[config.mk]
export PLATFORM = sky130hd
export DESIGN_NAME = sbcr_resolve
export DESIGN_NICKNAME = d
export VERILOG_FILES = /design/src/design/sbcr_pkg.sv /design/src/design/sbcr_resolve.sv
export SDC_FILE = /design/constraint.sdc
export NUM_CORES = 2
export LEC_CHECK = 0
export BUFFER_PORTS_ARGS = -buffer_cell sky130_fd_sc_hd__buf_2
export CAP_MARGIN = 20
export CORE_AREA = 2 2 345 347
export DETAILED_ROUTE_END_ITERATION = 8
export DIE_AREA = 0 0 347 349
export GPL_ROUTABILITY_DRIVEN = 0
export MAX_ROUTING_LAYER = met4
export PLACE_DENSITY = 0.59
export SLEW_MARGIN = 20
export SYNTH_ARGS = -nofsm -noshare
export SYNTH_HDL_FRONTEND = slang
export SYNTH_SLANG_ARGS = --single-unit
[constraint.sdc]
create_clock -name vclk -period 47.6
set_input_delay 9.52 -clock vclk [all_inputs]
set_output_delay 9.52 -clock vclk [all_outputs]
set_load 0.03 [all_outputs]
[src/design/sbcr_pkg.sv]
// Package for the swept box collision resolver: coordinate type, commands, beat types, arithmetic.
`timescale 1ns / 1ps
package sbcr_pkg;

	// Coordinates are signed Q16.16
	localparam int COORD_W = 32;

	typedef logic signed [COORD_W-1:0] coord_t;

	localparam coord_t COORD_MAX = {1'b0, {(COORD_W-1){1'b1}}};
	localparam coord_t COORD_MIN = {1'b1, {(COORD_W-1){1'b0}}};

	typedef enum logic [1:0] {
		CMD_BOX    = 2'd0,
		CMD_OLD    = 2'd1,
		CMD_DES    = 2'd2,
		CMD_STATIC = 2'd3
	} cmd_e;

	typedef struct packed {
		cmd_e   command;
		coord_t box_min_x;
		coord_t box_min_y;
		coord_t box_min_z;
		coord_t box_max_x;
		coord_t box_max_y;
		coord_t box_max_z;
		coord_t pos_x;
		coord_t pos_y;
		coord_t pos_z;
	} in_item_t;

	typedef struct packed {
		logic   hit;
		coord_t adjusted_x;
		coord_t adjusted_y;
		coord_t adjusted_z;
		logic   stop_x;
		logic   stop_y;
		logic   stop_z;
		logic   ground_contact;
	} out_item_t;

	// Accumulated resolve state, one entry per axis (0 X, 1 Y, 2 Z)
	typedef struct packed {
		logic [2:0][COORD_W-1:0] adj;
		logic [2:0]              stop;
		logic                    ground;
	} track_t;

	// Saturating add
	function automatic coord_t sat_add(coord_t a, coord_t b);
		logic signed [COORD_W:0] s;
		s = {a[COORD_W-1], a} + {b[COORD_W-1], b};
		if (s[COORD_W] != s[COORD_W-1])
			return s[COORD_W] ? COORD_MIN : COORD_MAX;
		return coord_t'(s[COORD_W-1:0]);
	endfunction

	// Saturating subtract
	function automatic coord_t sat_sub(coord_t a, coord_t b);
		logic signed [COORD_W:0] s;
		s = {a[COORD_W-1], a} - {b[COORD_W-1], b};
		if (s[COORD_W] != s[COORD_W-1])
			return s[COORD_W] ? COORD_MIN : COORD_MAX;
		return coord_t'(s[COORD_W-1:0]);
	endfunction

	// Signed a <= b
	function automatic logic le(coord_t a, coord_t b);
		return $signed(a) <= $signed(b);
	endfunction

endpackage

[src/design/sbcr_resolve.sv]
// Static box test against the swept box and gap accumulation into the adjusted location.
`timescale 1ns / 1ps
module sbcr_resolve import sbcr_pkg::*; (
	input  coord_t st_lo [3],
	input  coord_t st_hi [3],
	input  coord_t st_pos [3],
	input  coord_t swept_lo [3],
	input  coord_t swept_hi [3],
	input  coord_t des_lo [3],
	input  coord_t des_hi [3],
	input  track_t cur,
	output logic   hit,
	output track_t nxt
);

	coord_t     sw_lo [3];
	coord_t     sw_hi [3];
	coord_t     lo_gap [3];
	coord_t     hi_gap [3];
	coord_t     acc_lo [3];
	coord_t     acc_hi [3];
	logic [2:0] ov;

	// Static world box, overlap per axis and gap terms
	always_comb begin
		for (int i = 0; i < 3; i++) begin
			sw_lo[i]  = sat_add(st_lo[i], st_pos[i]);
			sw_hi[i]  = sat_add(st_hi[i], st_pos[i]);
			ov[i]     = le(swept_lo[i], sw_hi[i]) && le(sw_lo[i], swept_hi[i]);
			lo_gap[i] = sat_sub(sw_lo[i], des_hi[i]);
			hi_gap[i] = sat_sub(des_lo[i], sw_hi[i]);
		end
	end

	assign hit = &ov;

	// Lower term first, then upper term, each only when not negative
	always_comb begin
		nxt = cur;
		for (int i = 0; i < 3; i++) begin
			acc_lo[i] = coord_t'(cur.adj[i]);
			if (hit && !lo_gap[i][COORD_W-1]) begin
				acc_lo[i]   = sat_add(acc_lo[i], lo_gap[i]);
				nxt.stop[i] = 1'b1;
			end
			acc_hi[i] = acc_lo[i];
			if (hit && !hi_gap[i][COORD_W-1]) begin
				acc_hi[i]   = sat_add(acc_hi[i], hi_gap[i]);
				nxt.stop[i] = 1'b1;
				if (i == 2)
					nxt.ground = 1'b1;
			end
			nxt.adj[i] = acc_hi[i];
		end
	end

endmodule

==> qor.yml <==
worst_setup_path:
  crit_top_cell: "a21oi_1"
  crit_required_ps: 38080
  cp_data_arrival_time_ps: 27180
  crit_path_top_delay_cell: "ha_1"
  critPathCaptureType: "output pin"
  worstSetupPathType: "input pin to output pin"
  critical_path.max_stage_delay_ps: 870
  startpoint_type: "input pin"
  cp_max_fo: 32
floorplan:
  die_h_um: 349
  io_pins: 873
  rows: 126
  die_w_um: 347
  die_area_um2: 121100
  start_util: 0.3266
  core_um2: 117500
sta:
  finalHoldViolations: 0
  setup_violations: 0
  min_period_ps: 36700
  period_share: 0.7710
  slew_headroom: 0.1888
  final_max_slew_viol_count: 0
  fmax_ghz: 0.02725
  rsz0062_at_grt: "no"
  tightestPinTransition_ps: 1204
  setup-tns-final_ps: 0
global_routing:
  grt_antenna_before_repair: 51
  grt_max_degree: 48
  grt_pass1_wl_mm: 261.4
  grt_usage: 0.2854
  grt_pass1_vias: 43400
  overflow: 0
worst_hold_path:
  hp-class: "input pin to output pin"
  worstHoldStart: "cur[3]"
  min_to: "nxt[3]"
  hold_depth: 3
clocking:
  post-cts-setup-buffers: 0
  cts-resized-gates: 0
  holdBufCountCts: 0
final_layout:
  final_cells: 7933
  layout-drive-gt1-share: 0.1586
  seq_area_um2: 0
  syn_to_final_growth_pct: 15.72
  nClkBuffers: 0
  nNetsFinal: 7922
  design.seq.count: 0
synthesis:
  ys_warn_count: 0
  syn-cell-area_um2: 38360
  synth_common_cells: "ha_1 (782), a21oi_1 (671), o21ai_0 (588)"
  synth_cell_types: 99
  syn-num-nets: 7174
  yosysSeqAreaShare: 0
  synth_cells: 5602
  netlist.area_leader.share: 0.2550
  synth.avg_cell_area_um2: 6.848
  yosys.area.top_type: "ha_1"
  yosys-top-cells-area: "ha_1 (26%), a21oi_1 (8.8%), o21ai_0 (7.7%)"
  synth_most_common_cell: "ha_1"
route:
  m1WireLength_mm: 75.28
  remaining_drc_errors: 0
  wl_per_cell_um: 22.70
  vias: 46640
  drt_iter0_drc: 4443
  highest_layer: "met4"
  route.met2.wl_mm: 79.39
  ant_nets: 0
  vias_per_cell: 5.880
  routed_wl_mm: 180.1
  met3_length_mm: 14.75
  drt_pass1_iterations: 6
placed_design:
  portBuffers: 873
  dp_cells: 7884
  hpwl_mm: 160.1
outcome:
  status: "finished clean"
flow_run:
  cap_violations: 0
==> per-stage QoR <==
step / util / area, um^2 / hold slack (ps) / worst slack (ps)
floorplan: - / 38360 / 19220 / 15120
global placement: 0.3768 / 44260 / 19370 / 11380
detailed placement: 0.3769 / 44260 / 19380 / 11170
CTS: 0.3769 / 44260 / 19380 / 11110
global route: 0.3779 / 44380 / 19380 / 9884
finish: 0.3780 / 44390 / 19380 / 10900
==> worst max-delay path, delay by kind of cell <==
kind,cells,cell delay (ps)
simple gates,10,3120
fa+ha+maj,7,3430
buf+inv,4,870
compound gates,37,9720
xor+xnor,3,460
==> worst max path at each step <==
stage                           from  slack, ps  cells after the start       to
after detailed placement    st_lo[0]      11170                     60  nxt[90]
after global placement    st_pos[64]      11380                     61  nxt[30]
final                      st_lo[66]      10900                     61  nxt[30]
after CTS                   st_lo[0]      11110                     60  nxt[90]
after global routing      st_pos[64]       9880                     61  nxt[30]
after floorplan            st_lo[64]      15120                     64  nxt[30]
==> final cells by class <==
cell class / count / area, um^2
well taps: 1536 / 1922
diodes: 49 / 122.6
repair buffers: 897 / 4549
inverters: 370 / 1389
multi-input cells: 5081 / 36410
fillers: 12680 / 73060
==> layer usage <==
layer  global-route usage  vias up
met5                    -        -
met4               0.1431        0
met3              0.04077      430
met2               0.4490     2192
met1               0.3559    21610
li1                     -    22410
==> cell usage in the layout (no fill, tap or decap), types with 47 or more instances in the layout <==
cell and instances:
a211oi_1 103, a21o_1 339, a21oi_1 669, a31oi_1 56
and3_1 58, buf_2 873, diode_2 49, ha_1 782
inv_1 369, nand2_1 408, nand2b_1 87, nand3_1 90
nand4_1 70, nor2_1 385, nor2b_1 68, nor3_1 89
o21a_1 71, o21ai_0 587, o21bai_1 66, o31ai_1 47
xnor2_1 279, xor2_1 193
==> logic make-up (layout without fill, tap and decap cells) <==
logic type      after synthesis  after routing  share of synthesized area
fa+ha+maj                   844            844                     0.2759
simple gates               1428           1428                     0.1784
xor+xnor                    474            474                     0.1084
compound gates             2319           2319                     0.3802
other cells                   0             49                          0
mux                          16             16                   0.004534
buf+inv                     521           1267                    0.05254
